## src/sv/ngx_pkg.sv

```systemverilog
// ngx_pkg: shared types, register indexes, phase codes and fixed-point constants
// for the noise gate expander. Also holds the elaboration-time table builders
// (log table entries and exp root constants). No dependencies.
package ngx_pkg;

   typedef struct packed {
      logic en;
      logic accum;
   } mac_ctl_type;

   localparam int CSR_INDEX_BITS = 3;
   localparam int CSR_DATA_BITS  = 17;

   localparam logic [CSR_INDEX_BITS-1:0] CSR_THRESHOLD = 3'd0;
   localparam logic [CSR_INDEX_BITS-1:0] CSR_SLOPE     = 3'd1;
   localparam logic [CSR_INDEX_BITS-1:0] CSR_ATTACK    = 3'd2;
   localparam logic [CSR_INDEX_BITS-1:0] CSR_RELEASE   = 3'd3;
   localparam logic [CSR_INDEX_BITS-1:0] CSR_HOLD      = 3'd4;
   localparam logic [CSR_INDEX_BITS-1:0] CSR_BYPASS    = 3'd5;

   localparam logic [1:0] PHASE_CLOSED  = 2'd0;
   localparam logic [1:0] PHASE_OPEN    = 2'd1;
   localparam logic [1:0] PHASE_HOLD    = 2'd2;
   localparam logic [1:0] PHASE_RELEASE = 2'd3;

   localparam longint DB_PER_OCT_Q16 = 101008905;
   localparam longint OCT_PER_DB_Q16 = 2786635;
   localparam longint ROUND_Q16      = 32768;
   localparam longint ROUND_Q30      = 536870912;
   localparam longint SMOOTH_KEEP    = 62259;
   localparam longint SMOOTH_TAKE    = 3277;

   localparam logic signed [15:0] DB_FLOOR   = -16'sd25600;
   localparam logic [14:0]        GR_CAP     = 15'd25600;
   localparam logic [16:0]        UNITY_GAIN = 17'd65536;
   localparam logic [30:0]        Q30_ONE    = 31'h4000_0000;

   localparam logic [15:0] THRESHOLD_RESET = 16'hD800;
   localparam logic [15:0] SLOPE_RESET     = 16'd32768;
   localparam logic [15:0] ATTACK_RESET    = 16'd65000;
   localparam logic [15:0] RELEASE_RESET   = 16'd65500;

   function automatic logic [63:0] isqrt64(input logic [63:0] v_in);
      logic [63:0] v;
      logic [63:0] r;
      logic [63:0] b;
      v = v_in;
      r = 64'd0;
      b = 64'd1 << 62;
      for (int j = 0; j < 32; j++) begin
         if (b > v) b = b >> 2;
      end
      for (int j = 0; j < 32; j++) begin
         if (b != 64'd0) begin
            if (v >= r + b) begin
               v = v - (r + b);
               r = (r >> 1) + b;
            end else begin
               r = r >> 1;
            end
            b = b >> 2;
         end
      end
      return r;
   endfunction

   function automatic logic [63:0] frac_log2(input logic [63:0] m_in);
      logic [63:0] m;
      logic [63:0] f;
      m = m_in;
      f = 64'd0;
      for (int k = 23; k >= 0; k--) begin
         m = (m * m) >> 30;
         if (m >= 64'h8000_0000) begin
            m = m >> 1;
            f[k] = 1'b1;
         end
      end
      return f;
   endfunction

   function automatic logic [15:0] log_entry(input int idx, input int depth_bits);
      logic [63:0] m;
      logic [63:0] f;
      logic [63:0] e;
      m = 64'h4000_0000 + ((64'(idx) << 30) >> depth_bits);
      f = frac_log2(m);
      e = (f * 64'(DB_PER_OCT_Q16) + (64'd1 << 39)) >> 40;
      return e[15:0];
   endfunction

   function automatic logic [30:0] exp_root(input int k);
      logic [63:0] r;
      r = isqrt64(64'd1 << 59);
      for (int j = 1; j <= k; j++) begin
         r = isqrt64(r << 30);
      end
      return r[30:0];
   endfunction

endpackage

```

## src/sv/ngx_mac.sv

```systemverilog
// ngx_mac: the shared signed multiply-accumulate unit of the gate datapath.
// One product per cycle, optionally added to the held accumulator.
// Depends on ngx_pkg for the control struct.
module ngx_mac #(
   parameter int MUL_BITS = 32
) (
   input  logic                            clock,
   input  ngx_pkg::mac_ctl_type            mac_ctl,
   input  logic signed [MUL_BITS-1:0]      mul_a,
   input  logic signed [MUL_BITS-1:0]      mul_b,
   output logic signed [2*MUL_BITS-1:0]    acc
);
   logic signed [2*MUL_BITS-1:0] acc_ff;
   logic signed [2*MUL_BITS-1:0] acc_in;
   logic signed [2*MUL_BITS-1:0] prod;

   assign prod   = mul_a * mul_b;
   assign acc_in = mac_ctl.accum ? acc_ff + prod : prod;
   assign acc    = acc_ff;

   always_ff @(posedge clock) begin
      if (mac_ctl.en) acc_ff <= acc_in;
   end
endmodule

```

## src/sv/noise_gate_expander_with_hold.sv

```systemverilog
// noise_gate_expander_with_hold: stereo noise gate / downward expander top level.
// Sequencer around one shared multiply-accumulate unit (ngx_mac).
// Depends on ngx_pkg for codes, constants and table builders.
//
// Usage:
//  req_ channel takes one stereo word (sample_left, sample_right) when req_valid
//  is high and req_stall is low. req_stall stays high while a word is in work.
//  rsp_ channel gives one word per input: gated samples, gate state and gain
//  reduction, held in an output register until rsp_stall is low.
//  csr_ channel writes a register by index (threshold, slope, attack, release,
//  hold, bypass); csr_ready is always high, write only while the block is idle.
//  The time from accept to rsp_valid varies with the normalize shifter of the two dB
//  conversions and the 16-step root product loop, all through the one multiplier.
//  Bypass words skip the datapath and go straight to the output step.
//  A new word is accepted while the previous result still waits on rsp_stall;
//  the finished word then waits in its last step until the output register frees.
//  Reset (synchronous, high) clears envelope, gain, gate phase and hold count and
//  loads the register defaults.
module noise_gate_expander_with_hold #(
   parameter int SAMPLE_BITS     = 24,
   parameter int LOG_TABLE_DEPTH = 256
) (
   input  logic                                  clock,
   input  logic                                  reset,
   input  logic                                  req_valid,
   output logic                                  req_stall,
   input  logic signed [SAMPLE_BITS-1:0]         req_sample_left,
   input  logic signed [SAMPLE_BITS-1:0]         req_sample_right,
   output logic                                  rsp_valid,
   input  logic                                  rsp_stall,
   output logic signed [SAMPLE_BITS-1:0]         rsp_out_left,
   output logic signed [SAMPLE_BITS-1:0]         rsp_out_right,
   output logic [1:0]                            rsp_gate_state,
   output logic [14:0]                           rsp_gain_reduction_db,
   input  logic                                  csr_valid,
   output logic                                  csr_ready,
   input  logic [ngx_pkg::CSR_INDEX_BITS-1:0]    csr_index,
   input  logic [ngx_pkg::CSR_DATA_BITS-1:0]     csr_data
);
   import ngx_pkg::*;

   localparam int SB       = SAMPLE_BITS;
   localparam int NB       = (SB > 17) ? SB : 17;
   localparam int NW       = NB + 1;
   localparam int MW       = (SB + 1 > 32) ? SB + 1 : 32;
   localparam int AW       = 2 * MW;
   localparam int LOG_BITS = $clog2(LOG_TABLE_DEPTH);

   localparam logic [4:0] ST_IDLE   = 5'd0;
   localparam logic [4:0] ST_ENV_A  = 5'd1;
   localparam logic [4:0] ST_ENV_B  = 5'd2;
   localparam logic [4:0] ST_ENV_W  = 5'd3;
   localparam logic [4:0] ST_NORM   = 5'd4;
   localparam logic [4:0] ST_DB_SUB = 5'd5;
   localparam logic [4:0] ST_GATE   = 5'd6;
   localparam logic [4:0] ST_RED_W  = 5'd7;
   localparam logic [4:0] ST_OCT    = 5'd8;
   localparam logic [4:0] ST_OCT_W  = 5'd9;
   localparam logic [4:0] ST_EXP    = 5'd10;
   localparam logic [4:0] ST_EXP_W  = 5'd11;
   localparam logic [4:0] ST_TGT    = 5'd12;
   localparam logic [4:0] ST_SM_A   = 5'd13;
   localparam logic [4:0] ST_SM_B   = 5'd14;
   localparam logic [4:0] ST_SM_W   = 5'd15;
   localparam logic [4:0] ST_APL_L  = 5'd16;
   localparam logic [4:0] ST_APL_LW = 5'd17;
   localparam logic [4:0] ST_APL_RW = 5'd18;
   localparam logic [4:0] ST_OUT    = 5'd19;

   // constant tables
   logic [15:0] log_tab [LOG_TABLE_DEPTH];
   logic [30:0] root_tab [16];

   for (genvar gi = 0; gi < LOG_TABLE_DEPTH; gi++) begin : g_log
      assign log_tab[gi] = log_entry(gi, LOG_BITS);
   end
   for (genvar gk = 0; gk < 16; gk++) begin : g_root
      assign root_tab[gk] = exp_root(gk);
   end

   // configuration
   logic signed [15:0] thr_ff;
   logic [15:0]        slope_ff;
   logic [15:0]        attack_ff;
   logic [15:0]        release_ff;
   logic [16:0]        hold_cfg_ff;
   logic               bypass_ff;

   // sequencer and datapath
   logic [4:0]             state_ff, state_in;
   logic signed [SB-1:0]   xl_ff, xl_in, xr_ff, xr_in;
   logic [SB-1:0]          peak_ff, peak_in;
   logic [15:0]            c_ff, c_in;
   logic [SB-1:0]          env_ff, env_in;
   logic [NW-1:0]          nrm_ff, nrm_in;
   logic [5:0]             nsh_ff, nsh_in;
   logic                   db_sel_ff, db_sel_in;
   logic signed [15:0]     db_ff, db_in;
   logic [1:0]             phase_ff, phase_in;
   logic [16:0]            hold_ff, hold_in;
   logic [14:0]            r_ff, r_in;
   logic [4:0]             oct_n_ff, oct_n_in;
   logic [15:0]            frac_ff, frac_in;
   logic [3:0]             k_ff, k_in;
   logic [30:0]            g_ff, g_in;
   logic [16:0]            target_ff, target_in;
   logic [16:0]            gain_ff, gain_in;
   logic signed [SB-1:0]   outl_ff, outl_in, outr_ff, outr_in;

   logic                   rsp_valid_ff, rsp_valid_in;
   logic signed [SB-1:0]   rsp_l_ff, rsp_r_ff;
   logic [1:0]             rsp_state_ff;
   logic [14:0]            rsp_gr_ff;
   logic                   rsp_load;

   // shared unit
   mac_ctl_type            mac_ctl;
   logic signed [MW-1:0]   mac_a, mac_b;
   logic signed [AW-1:0]   acc;
   logic signed [AW-1:0]   acc_rnd16, acc_rnd30;

   ngx_mac #(.MUL_BITS(MW)) u_mac (
      .clock   (clock),
      .mac_ctl (mac_ctl),
      .mul_a   (mac_a),
      .mul_b   (mac_b),
      .acc     (acc)
   );

   assign acc_rnd16 = acc + AW'(ROUND_Q16);
   assign acc_rnd30 = acc + AW'(ROUND_Q30);

   // input magnitudes
   logic signed [SB:0] xl_ext, xr_ext, al_full, ar_full;
   logic [SB-1:0]      al, ar, peak_new;

   assign xl_ext   = (SB+1)'(req_sample_left);
   assign xr_ext   = (SB+1)'(req_sample_right);
   assign al_full  = (xl_ext < 0) ? -xl_ext : xl_ext;
   assign ar_full  = (xr_ext < 0) ? -xr_ext : xr_ext;
   assign al       = al_full[SB-1:0];
   assign ar       = ar_full[SB-1:0];
   assign peak_new = (al > ar) ? al : ar;

   // dB conversion helpers
   logic [5:0]          down;
   logic [LOG_BITS-1:0] log_idx;
   logic [16:0]         db_pen;
   logic signed [18:0]  db_raw;
   logic signed [15:0]  db_clamped;
   logic signed [16:0]  diff;
   logic [16:0]         r_raw;
   logic [20:0]         oct;
   logic [47:0]         tsum;
   logic [47:0]         tshift;

   assign down     = (nsh_ff == 6'd0) ? 6'd0 : nsh_ff - 6'd1;
   assign log_idx  = nrm_ff[NW-2 -: LOG_BITS];
   assign db_pen   = acc_rnd16[16 +: 17];
   assign db_raw   = $signed({3'b000, log_tab[log_idx]}) - $signed({2'b00, db_pen});
   assign db_clamped = (db_raw < 19'(DB_FLOOR)) ? DB_FLOOR :
                       (db_raw > 19'sd0) ? 16'sd0 : db_raw[15:0];
   assign diff     = 17'(thr_ff) - 17'(db_ff);
   assign r_raw    = acc_rnd16[16 +: 17];
   assign oct      = acc_rnd16[16 +: 21];
   assign tsum     = 48'(g_ff) + (48'd1 << (6'd13 + 6'(oct_n_ff)));
   assign tshift   = tsum >> (6'd14 + 6'(oct_n_ff));

   function automatic logic signed [SB-1:0] sat_sample(input logic signed [AW-1:0] v);
      logic signed [AW-1:0] y;
      logic signed [AW-1:0] hi;
      logic signed [AW-1:0] lo;
      y  = v >>> 16;
      hi = (AW'(1) <<< (SB - 1)) - AW'(1);
      lo = -hi - AW'(1);
      if (y > hi) y = hi;
      if (y < lo) y = lo;
      return y[SB-1:0];
   endfunction

   assign req_stall = (state_ff != ST_IDLE);
   assign csr_ready = 1'b1;

   always_comb begin
      state_in  = state_ff;
      xl_in     = xl_ff;
      xr_in     = xr_ff;
      peak_in   = peak_ff;
      c_in      = c_ff;
      env_in    = env_ff;
      nrm_in    = nrm_ff;
      nsh_in    = nsh_ff;
      db_sel_in = db_sel_ff;
      db_in     = db_ff;
      phase_in  = phase_ff;
      hold_in   = hold_ff;
      r_in      = r_ff;
      oct_n_in  = oct_n_ff;
      frac_in   = frac_ff;
      k_in      = k_ff;
      g_in      = g_ff;
      target_in = target_ff;
      gain_in   = gain_ff;
      outl_in   = outl_ff;
      outr_in   = outr_ff;
      rsp_load  = 1'b0;
      mac_ctl   = '0;
      mac_a     = '0;
      mac_b     = '0;

      unique case (state_ff)
         ST_IDLE: begin
            if (req_valid) begin
               xl_in   = req_sample_left;
               xr_in   = req_sample_right;
               peak_in = peak_new;
               c_in    = (peak_new > env_ff) ? attack_ff : release_ff;
               if (bypass_ff) begin
                  outl_in  = req_sample_left;
                  outr_in  = req_sample_right;
                  db_in    = 16'sd0;
                  state_in = ST_OUT;
               end else begin
                  state_in = ST_ENV_A;
               end
            end
         end
         ST_ENV_A: begin
            mac_ctl.en = 1'b1;
            mac_a      = MW'(env_ff);
            mac_b      = MW'(c_ff);
            state_in   = ST_ENV_B;
         end
         ST_ENV_B: begin
            mac_ctl.en    = 1'b1;
            mac_ctl.accum = 1'b1;
            mac_a         = MW'(peak_ff);
            mac_b         = MW'(UNITY_GAIN - 17'(c_ff));
            state_in      = ST_ENV_W;
         end
         ST_ENV_W: begin
            env_in    = acc_rnd16[16 +: SB];
            nrm_in    = NW'(acc_rnd16[16 +: SB]) << (NB - SB);
            nsh_in    = 6'd0;
            db_sel_in = 1'b0;
            state_in  = ST_NORM;
         end
         ST_NORM: begin
            if (nrm_ff == '0) begin
               db_in    = DB_FLOOR;
               state_in = db_sel_ff ? ST_OUT : ST_GATE;
            end else if (nrm_ff[NW-1]) begin
               mac_ctl.en = 1'b1;
               mac_a      = MW'(down);
               mac_b      = MW'(DB_PER_OCT_Q16);
               state_in   = ST_DB_SUB;
            end else if (nrm_ff[NW-1 -: 8] == 8'd0) begin
               nrm_in = nrm_ff << 8;
               nsh_in = nsh_ff + 6'd8;
            end else begin
               nrm_in = nrm_ff << 1;
               nsh_in = nsh_ff + 6'd1;
            end
         end
         ST_DB_SUB: begin
            db_in    = db_clamped;
            state_in = db_sel_ff ? ST_OUT : ST_GATE;
         end
         ST_GATE: begin
            mac_ctl.en = 1'b1;
            mac_a      = MW'(diff);
            mac_b      = MW'(slope_ff);
            if (db_ff >= thr_ff) begin
               phase_in = PHASE_OPEN;
               hold_in  = hold_cfg_ff;
            end else if (phase_ff == PHASE_OPEN || phase_ff == PHASE_HOLD) begin
               if (hold_ff != 17'd0) begin
                  phase_in = PHASE_HOLD;
                  hold_in  = hold_ff - 17'd1;
               end else begin
                  phase_in = PHASE_RELEASE;
               end
            end
            if (db_ff < thr_ff && phase_in != PHASE_HOLD) begin
               state_in = ST_RED_W;
            end else begin
               target_in = UNITY_GAIN;
               state_in  = ST_SM_A;
            end
         end
         ST_RED_W: begin
            r_in = (r_raw > 17'(GR_CAP)) ? GR_CAP : r_raw[14:0];
            if (r_raw == 17'd0) begin
               target_in = UNITY_GAIN;
               state_in  = ST_SM_A;
            end else begin
               state_in = ST_OCT;
            end
         end
         ST_OCT: begin
            mac_ctl.en = 1'b1;
            mac_a      = MW'(r_ff);
            mac_b      = MW'(OCT_PER_DB_Q16);
            state_in   = ST_OCT_W;
         end
         ST_OCT_W: begin
            oct_n_in = oct[20:16];
            frac_in  = oct[15:0];
            g_in     = Q30_ONE;
            k_in     = 4'd0;
            state_in = ST_EXP;
         end
         ST_EXP: begin
            if (frac_ff[15]) begin
               mac_ctl.en = 1'b1;
               mac_a      = MW'(g_ff);
               mac_b      = MW'(root_tab[k_ff]);
               state_in   = ST_EXP_W;
            end else begin
               frac_in = frac_ff << 1;
               k_in    = k_ff + 4'd1;
               if (k_ff == 4'd15) state_in = ST_TGT;
            end
         end
         ST_EXP_W: begin
            g_in    = acc_rnd30[30 +: 31];
            frac_in = frac_ff << 1;
            k_in    = k_ff + 4'd1;
            state_in = (k_ff == 4'd15) ? ST_TGT : ST_EXP;
         end
         ST_TGT: begin
            target_in = tshift[16:0];
            state_in  = ST_SM_A;
         end
         ST_SM_A: begin
            mac_ctl.en = 1'b1;
            mac_a      = MW'(gain_ff);
            mac_b      = MW'(SMOOTH_KEEP);
            state_in   = ST_SM_B;
         end
         ST_SM_B: begin
            mac_ctl.en    = 1'b1;
            mac_ctl.accum = 1'b1;
            mac_a         = MW'(target_ff);
            mac_b         = MW'(SMOOTH_TAKE);
            state_in      = ST_SM_W;
         end
         ST_SM_W: begin
            gain_in  = acc_rnd16[16 +: 17];
            state_in = ST_APL_L;
         end
         ST_APL_L: begin
            mac_ctl.en = 1'b1;
            mac_a      = MW'(xl_ff);
            mac_b      = MW'(gain_ff);
            state_in   = ST_APL_LW;
         end
         ST_APL_LW: begin
            outl_in    = sat_sample(acc_rnd16);
            mac_ctl.en = 1'b1;
            mac_a      = MW'(xr_ff);
            mac_b      = MW'(gain_ff);
            state_in   = ST_APL_RW;
         end
         ST_APL_RW: begin
            outr_in   = sat_sample(acc_rnd16);
            nrm_in    = NW'(gain_ff) << (NB - 17);
            nsh_in    = 6'd0;
            db_sel_in = 1'b1;
            state_in  = ST_NORM;
         end
         ST_OUT: begin
            if (!rsp_valid_ff || !rsp_stall) begin
               rsp_load = 1'b1;
               state_in = ST_IDLE;
            end
         end
         default: begin
            state_in = ST_IDLE;
         end
      endcase

      rsp_valid_in = rsp_load || (rsp_valid_ff && rsp_stall);
   end

   // control state and configuration
   always_ff @(posedge clock) begin
      if (reset) begin
         state_ff     <= ST_IDLE;
         rsp_valid_ff <= 1'b0;
         env_ff       <= '0;
         gain_ff      <= '0;
         phase_ff     <= PHASE_CLOSED;
         hold_ff      <= '0;
         thr_ff       <= THRESHOLD_RESET;
         slope_ff     <= SLOPE_RESET;
         attack_ff    <= ATTACK_RESET;
         release_ff   <= RELEASE_RESET;
         hold_cfg_ff  <= '0;
         bypass_ff    <= 1'b0;
      end else begin
         state_ff     <= state_in;
         rsp_valid_ff <= rsp_valid_in;
         env_ff       <= env_in;
         gain_ff      <= gain_in;
         phase_ff     <= phase_in;
         hold_ff      <= hold_in;
         if (csr_valid && csr_ready) begin
            unique case (csr_index)
               CSR_THRESHOLD: thr_ff      <= csr_data[15:0];
               CSR_SLOPE:     slope_ff    <= csr_data[15:0];
               CSR_ATTACK:    attack_ff   <= csr_data[15:0];
               CSR_RELEASE:   release_ff  <= csr_data[15:0];
               CSR_HOLD:      hold_cfg_ff <= csr_data;
               CSR_BYPASS:    bypass_ff   <= csr_data[0];
               default: begin
               end
            endcase
         end
      end
   end

   // payload
   always_ff @(posedge clock) begin
      xl_ff     <= xl_in;
      xr_ff     <= xr_in;
      peak_ff   <= peak_in;
      c_ff      <= c_in;
      nrm_ff    <= nrm_in;
      nsh_ff    <= nsh_in;
      db_sel_ff <= db_sel_in;
      db_ff     <= db_in;
      r_ff      <= r_in;
      oct_n_ff  <= oct_n_in;
      frac_ff   <= frac_in;
      k_ff      <= k_in;
      g_ff      <= g_in;
      target_ff <= target_in;
      outl_ff   <= outl_in;
      outr_ff   <= outr_in;
      if (rsp_load) begin
         rsp_l_ff     <= outl_ff;
         rsp_r_ff     <= outr_ff;
         rsp_state_ff <= phase_ff;
         rsp_gr_ff    <= 15'(-db_ff);
      end
   end

   assign rsp_valid             = rsp_valid_ff;
   assign rsp_out_left          = rsp_l_ff;
   assign rsp_out_right         = rsp_r_ff;
   assign rsp_gate_state        = rsp_state_ff;
   assign rsp_gain_reduction_db = rsp_gr_ff;
endmodule

```

## config.mk

```make
export PLATFORM = sky130hd
export DESIGN_NAME = noise_gate_expander_with_hold
export DESIGN_NICKNAME = d
export VERILOG_FILES = /design/src/sv/ngx_pkg.sv /design/src/sv/ngx_mac.sv /design/src/sv/noise_gate_expander_with_hold.sv
export SDC_FILE = /design/constraint.sdc
export NUM_CORES = 2
export LEC_CHECK = 0
export BUFFER_PORTS_ARGS = -buffer_cell sky130_fd_sc_hd__buf_4
export CAP_MARGIN = 20
export CORE_MARGIN = 1
export CORE_UTILIZATION = 65
export CTS_BUF_LIST = sky130_fd_sc_hd__clkbuf_16
export CTS_CLUSTER_DIAMETER = 120
export DETAILED_ROUTE_END_ITERATION = 8
export GPL_ROUTABILITY_DRIVEN = 0
export PLACE_DENSITY = 0.85
export SLEW_MARGIN = 20
export SYNTH_ARGS = -nofsm -noshare
export SYNTH_HDL_FRONTEND = slang
export SYNTH_SLANG_ARGS = --single-unit
export TNS_END_PERCENT = 100
```

## constraint.sdc

```tcl
create_clock -name clock -period 24.1 [get_ports clock]
set_input_delay 0 -clock clock [delete_from_list [all_inputs] [get_ports clock]]
set_output_delay 0 -clock clock [all_outputs]
set_load 0.01 [all_outputs]
```

[Word-level counts from Yosys, hierarchy flattened]
Memories as Yosys holds them, arrays and structs flattened.
Index checks and enable logic that the tools add are counted.
Word-level totals
  flip-flop bits (word level): 549
  word-level logic and storage cells: 237
  memories kept: 2
  bits in read-only memories: 4592
  input port bits: 73
Memory list
  (name not given): words 256, width 16, read ports 1, clocked after Yosys merged registers in 0, write ports 0, line noise_gate_expander_with_hold.sv:160  | assign db_raw = $signed({3'b000, log_tab[log_idx]}) - $signed({2'b00, db_pen});
  (name not given): words 16, width 31, read ports 1, clocked after Yosys merged registers in 0, write ports 0, line noise_gate_expander_with_hold.sv:317  | mac_b = MW'(root_tab[k_ff]);
Cells by class
  equal/unequal tests: 39
  magnitude comparators: 14
  shift-type cells: 2
  reduce and logical (&&, ||, !) cells: 47
  bitwise operators: 2
  muxes and demuxes: 78
  $add $sub $neg: 17
  multipliers: 1
Operators with widths (count)
  32-bit one-hot mux with 10 select lines: 1
  32-bit one-hot mux with 9 select lines: 1
  64-bit two-way mux: 4
  24-bit two-way mux: 9
  16-bit two-way mux: 9
  64-bit by 24-bit < comparator with 1-bit output (second input constant): 2
  31-bit two-way mux: 4
  16-bit one-hot mux with 3 select lines: 2
  24-bit one-hot mux with 2 select lines: 2
  5-bit one-hot mux with 19 select lines: 1
  17-bit two-way mux: 5
  25-bit two-way mux: 3
  25-bit one-hot mux with 3 select lines: 1
  64-bit by 17-bit adder with 64-bit output (second input constant): 1
  64-bit adder: 1
  32-bit by 32-bit multiplier with 64-bit output: 1
  31-bit one-hot mux with 2 select lines: 1
  61-bit by 31-bit adder with 61-bit output (second input constant): 1
  27-bit two-way mux: 2
  17-bit one-hot mux with 3 select lines: 1
  31-bit by 48-bit adder with 48-bit output: 1
  24-bit greater-than comparator: 2
  48-bit by 24-bit greater-than comparator with 1-bit output (second input constant): 1
  24-bit by 1-bit < comparator with 1-bit output (second input constant): 2
  63 further kinds: 142

[Longest topological paths before layout]
  word-level depth: 9
  depth in mapped cells: 54
  mapped depth without buffers: 52

[By module]
Synthesis repeated with hierarchy kept, for this count alone.
Unflattened totals
  cell total of the unflattened synthesis: 8365
  area, all modules: 74771.7 um^2
By module, submodules not included
  ngx_mac: seq. area each 1921.8 um^2, times used 1, cells each 4760, area an instance 43092.6 um^2
  noise_gate_expander_with_hold: seq. area each 13082.5 um^2, times used 1, cells each 3605, area an instance 31679.1 um^2

[Least setup slack after synthesis]
OpenSTA, ideal clock, no wires.
  kind: flip-flop to flip-flop
  start: register db_ff[2]
  end: register u_mac.acc_ff[63], in the netlist u_mac.acc[63], data pin
  required time: 23.840 ns
  setup time: 0.260 ns
  arrival time: 11.741 ns
  slack: 12.099 ns
  buffers on the path: 3
  stages on the path, launching flop included: 43
  cells stage by stage: edfxtp_1 > inv_1 > ha_1 > nor2b_1 > o21ai_1 > a21boi_0 > o21ai_0 > a21boi_1 > o31ai_1 > o21ai_0 > a21oi_1 > a221o_1 > buf_2 > buf_1 > nand2_1 > fa_1 > fa_1 > fa_1 > [7 not listed] > nor3_1 > o21a_1 > o41ai_1 > a21o_1 > a21oi_1 > o21a_1 > o21ai_0 > a21oi_1 > xnor2_1 > ha_1 > clkbuf_1 > nand4_1 > or3_1 > o41a_1 > o21a_1 > o21ai_0 > xnor2_1 > xnor2_1
On the way
  cells in the longest elaborated chain, start to end: 5
Ends and longest elaborated chain
  start: declaration: line noise_gate_expander_with_hold.sv:98  | logic signed [15:0] db_ff, db_in;
  start signal: assignment: line noise_gate_expander_with_hold.sv:432  | db_ff <= db_in;
  16-bit by 16-bit subtractor with 17-bit output (*): line noise_gate_expander_with_hold.sv:163  | assign diff = 17'(thr_ff) - 17'(db_ff);
  32-bit one-hot mux with 10 select lines (*): line noise_gate_expander_with_hold.sv:211  | unique case (state_ff)
  32-bit by 32-bit multiplier with 64-bit output (*): line ngx_mac.sv:17  | assign prod = mul_a * mul_b;
  64-bit adder: line ngx_mac.sv:18  | assign acc_in = mac_ctl.accum ? acc_ff + prod : prod;
  64-bit two-way mux (*): line ngx_mac.sv:18
  via u_mac.acc_in[63]: line ngx_mac.sv:14  | logic signed [2*MUL_BITS-1:0] acc_in;
  end signal: assignment: line ngx_mac.sv:22  | if (mac_ctl.en) acc_ff <= acc_in;
  end: declaration: line ngx_mac.sv:13  | logic signed [2*MUL_BITS-1:0] acc_ff;
The timed path passes the listed nets; every way through them passes the cells marked *.
A chain may end at the register's enable or synchronous reset.

[Worst setup path in the final report]
  start: register state_ff[4]
  end: register u_mac.acc_ff[63], in the netlist u_mac.acc[63], data pin
On the way
  cells in the longest elaborated chain, start to end: 6
  elaborated cells between the ends (all ways): 18
  those cells by class: add/sub: 1; mul: 1; eq/ne: 10; mux: 4; reduce/logical: 2
Ends and longest elaborated chain
  start: declaration: line noise_gate_expander_with_hold.sv:90  | logic [4:0] state_ff, state_in;
  start signal: assignment: line noise_gate_expander_with_hold.sv:402  | state_ff <= state_in;
  5-bit equality test: line noise_gate_expander_with_hold.sv:211
  2-bit OR reduction (no source line)
  32-bit one-hot mux with 9 select lines: line noise_gate_expander_with_hold.sv:211
  32-bit by 32-bit multiplier with 64-bit output: line ngx_mac.sv:17
  64-bit adder: line ngx_mac.sv:18
  64-bit two-way mux (*): line ngx_mac.sv:18
  via u_mac.acc_in[63]: line ngx_mac.sv:14
Marked as above.

==> flow_metrics.env <==
export IMPL_status="complete, but fails checks"
export IMPL_violations="DRC"
export IMPL_leakagePower_nw=34.7
export IMPL_ys_ff_latch=549
export IMPL_crit_path_max_incr_delay_ps=1060
export IMPL_regArea_sq_um=15000
export IMPL_crit_type="reg2reg"
export IMPL_fill_cells=7922
export IMPL_cts_resized=0
export IMPL_h_tree_depth=2
export IMPL_synth_top_cell_area_share_pct=28.5
export IMPL_synthCells=8193
export IMPL_grt_antenna_before_repair=16
export IMPL_start_kind="register"
export IMPL_worst_pin_slew_ps=1300
export IMPL_finalPower_mw=5.75
export IMPL_post_route_drc_count=112
export IMPL_grt_pass1_vias=64700
export IMPL_cts_sinks=549
export IMPL_worstReg2RegStart="state_ff[4]"
export IMPL_maxSlewViolCount=0
export IMPL_cts_clk_slew_worst_paths_ps=70
export IMPL_synth_area_per_cell_sq_um=8.73
export IMPL_die_y_um=334
export IMPL_cts_path_max_buffers=3
export IMPL_tns_ps=0
export IMPL_max_freq_mhz=64.6
export IMPL_irDropWorstVdd_v=0.000444
export IMPL_dr_pass1_iters=9
export IMPL_crit_fanout=50
export IMPL_holdWs_ps=137
export IMPL_layout_min_cycle_time_ps=15470
export IMPL_yosysWarnings=0
export IMPL_synth_area_leader_cell="fa_1"
export IMPL_syn_area_sq_um=71500
export IMPL_ioPinCount=141
export IMPL_ff2ff_path_depth=45
export IMPL_start_util_pct=65.6
export IMPL_routed_wl_um=241000
export IMPL_startpoint="state_ff[4]"
export IMPL_clockRootBuffer="clkbuf_16"
export IMPL_fp_dieW_um=334
export IMPL_vias=64500
export IMPL_routedWlPerCell_um=24.9
export IMPL_yosys_top_cells_area="fa_1, edfxtp_1, ha_1"
export IMPL_core_area_sq_um=109000
export IMPL_worstSkewPairLatency_ps=660
export IMPL_drt_iter0_markers=10400
export IMPL_grt_start_max_net_pins=83
export IMPL_cp_common_cell="fa_1"
export IMPL_synth_edf_count=401
export IMPL_rrSetupSlack_ps=8630
export IMPL_grt_usage_pct=43.4
export IMPL_grt_pass1_wl_um=369000
export IMPL_drive_gt1_share_pct=6.31
export IMPL_cts_buffers=53
export IMPL_multiInputGateArea_sq_um=50700
export IMPL_rsz0062_at_grt="no"
export IMPL_via_per_inst=6.67
export IMPL_rr_endpoint="u_mac.acc[63]"
export IMPL_die_area_sq_um=111000
export IMPL_critPathCaptureType="register"
export IMPL_grt_overflow=0
export IMPL_setup_viol=0
export IMPL_hold_violations=0
export IMPL_critPathCapture="u_mac.acc[63]"
export IMPL_skew_ps=23.0
export IMPL_nets=9690
export IMPL_cap_violations=0
export IMPL_finalCritPeriodShare_pct=64.2
export IMPL_async_flop_share_pct=0
export IMPL_cts_setup_buffers=0
export IMPL_hp_class="in2reg"
export IMPL_syn2layout_area_growth_pct=7.35
export IMPL_port_buffers=139
export IMPL_ant_nets=0
export IMPL_crit_slowest_cell="a2111oi_1"
export IMPL_max_slew_margin_rel_pct=13.1
export IMPL_powerDensity_nw_per_um2=74.9
export IMPL_cts_tree="yes"
export IMPL_rows=121
export IMPL_synth_cell_types=104
export IMPL_hpwl_um=182000
export IMPL_worstPathRequired_ps=24510
export IMPL_arrival_ps=15880
export IMPL_ys_seq_area_share_pct=21.0
export IMPL_synthFlopType="edfxtp_1"
[Yosys cell counts, drive strengths merged (25+ instances only)]
master	instances
fa	1019
nor2b	67
o21ai	338
a22oi	37
or2	43
a21oi	487
a211o	29
clkbuf	360
ha	398
nor2	912
nand2	1071
edfxtp	401
xnor2	182
nor3	109
inv	1269
or3	26
mux2i	58
nand3	106
o21bai	25
a21o	86
and2	46
and3	37
buf	53
o31ai	36
o21a	48
a211oi	99
xor2	128
nand4	81
nand2b	52
a31oi	32
o211ai	51
nor4	35
dfxtp	148
[stage by stage]
stage	utilization [%]	std cells	setup slack, ps	cell area (sq um)
final	70.4	9666	8630	76800
after global placement	68.0	9479	9650	74100
after detailed placement	68.0	9479	9390	74100
after global routing	70.4	9661	8410	76700
after floorplan	-	8230	12100	71600
after CTS	70.3	9655	9330	76600
[cell families (layout without fill, tap and decap cells)]
| logic type | Yosys count | after routing | synth area share [%] |
|---|---|---|---|
| and+or+nand+nor | 2660 | 2660 | 16.2 |
| buffers and inverters | 1686 | 1700 | 8.89 |
| xor gates and xnor gates | 310 | 310 | 3.87 |
| DFF | 549 | 549 | 21.0 |
| AOI/OAI and AO/OA | 1481 | 1481 | 13.1 |
| other | 2 | 47 | 0.0105 |
| adders and majority gates | 1417 | 1417 | 35.5 |
| muxes | 88 | 88 | 1.38 |
[flip-flops by register name (all words and copies together), names as in the netlist, 17 cells and up]
| name | count |
|---|---|
| outl_ff | 24 |
| xr_ff | 24 |
| g_ff | 31 |
| gain_ff | 17 |
| hold_cfg_ff | 17 |
| target_ff | 17 |
| outr_ff | 24 |
| rsp_out_left | 24 |
| xl_ff | 24 |
| u_mac.acc | 64 |
| hold_ff | 17 |
| nrm_ff | 25 |
| rsp_out_right | 24 |
| peak_ff | 24 |
| env_ff | 24 |
[worst max-delay path, delay by kind of cell, from the launching register on]
kind	cells	cell delay (ps)
AO/OA/AOI/OAI	12	4930
XOR/XNOR	3	390
adder cells (fa/ha/maj)	10	4880
buffers and inverters	9	1710
flip-flops	1	970
AND/OR/NAND/NOR	11	2300
[placed cells by master (no fill, tap or decap), types with 51 or more instances in the layout]
cell and instances:
edfxtp_1 401, buf_4 248, nor2b_1 63, ha_1 398
a211oi_1 91, dlygate4sd3_1 77, mux2i_1 58, nand2_1 1068
a21oi_1 472, xnor2_1 178, clkbuf_16 57, dfxtp_1 147
inv_1 1270, nand2b_1 52, xor2_1 127, nor3_1 104
nor2_1 901, o21ai_0 295, nand4_1 78, a21o_1 86
nand3_1 102, o211ai_1 51, fa_1 1019
[metal layers]
layer / vias up / track usage [%] / share of wire, %
met5: - / 0.651 / 0.11
met4: 16 / 31.3 / 9.4
met3: 1606 / 14.8 / 15
met2: 5481 / 64.1 / 42
met1: 30600 / 53.2 / 33
li1: 26700 / - / -
[area by class of cell]
cell class | instances | area share, %
flip-flops and latches | 549 | 19.6
repair buffers | 328 | 3.49
inverters | 1273 | 6.23
multi-input cells | 5995 | 66.1
diodes | 8 | 0.0261
well taps | 1414 | 2.31
clock buffers | 57 | 1.86
clock inverters | 42 | 0.453
[power breakdown]
part           leakage (nW)  switching [mW]  internal [mW]
clock                 0.896           0.415          0.468
combinational          28.8            2.23           1.40
sequential             4.98          0.0882           1.15
[worst min path at each step]
stage	from	end	slack, ps	depth (start not counted)
4_1_cts	req_sample_left[14]	xl_ff[14]	130	2
5_1_grt	req_sample_left[9]	xl_ff[9]	140	2
3_5_place_dp	req_sample_left[18]	xl_ff[18]	240	1
6_report	req_sample_right[12]	xr_ff[12]	140	2
3_3_place_gp	req_sample_right[18]	xr_ff[18]	230	1
2_1_floorplan	req_sample_left[0]	xl_ff[0]	100	0
[timing repair]
| action | 4_1_cts | 5_1_grt |
|---|---|---|
| hold buffers | 77 | 0 |
| setup endpoints to repair | 0 | 0 |
| endpoints found under the hold margin | 243 | 0 |
No activity file was read; power rests on OpenSTA's default activity.
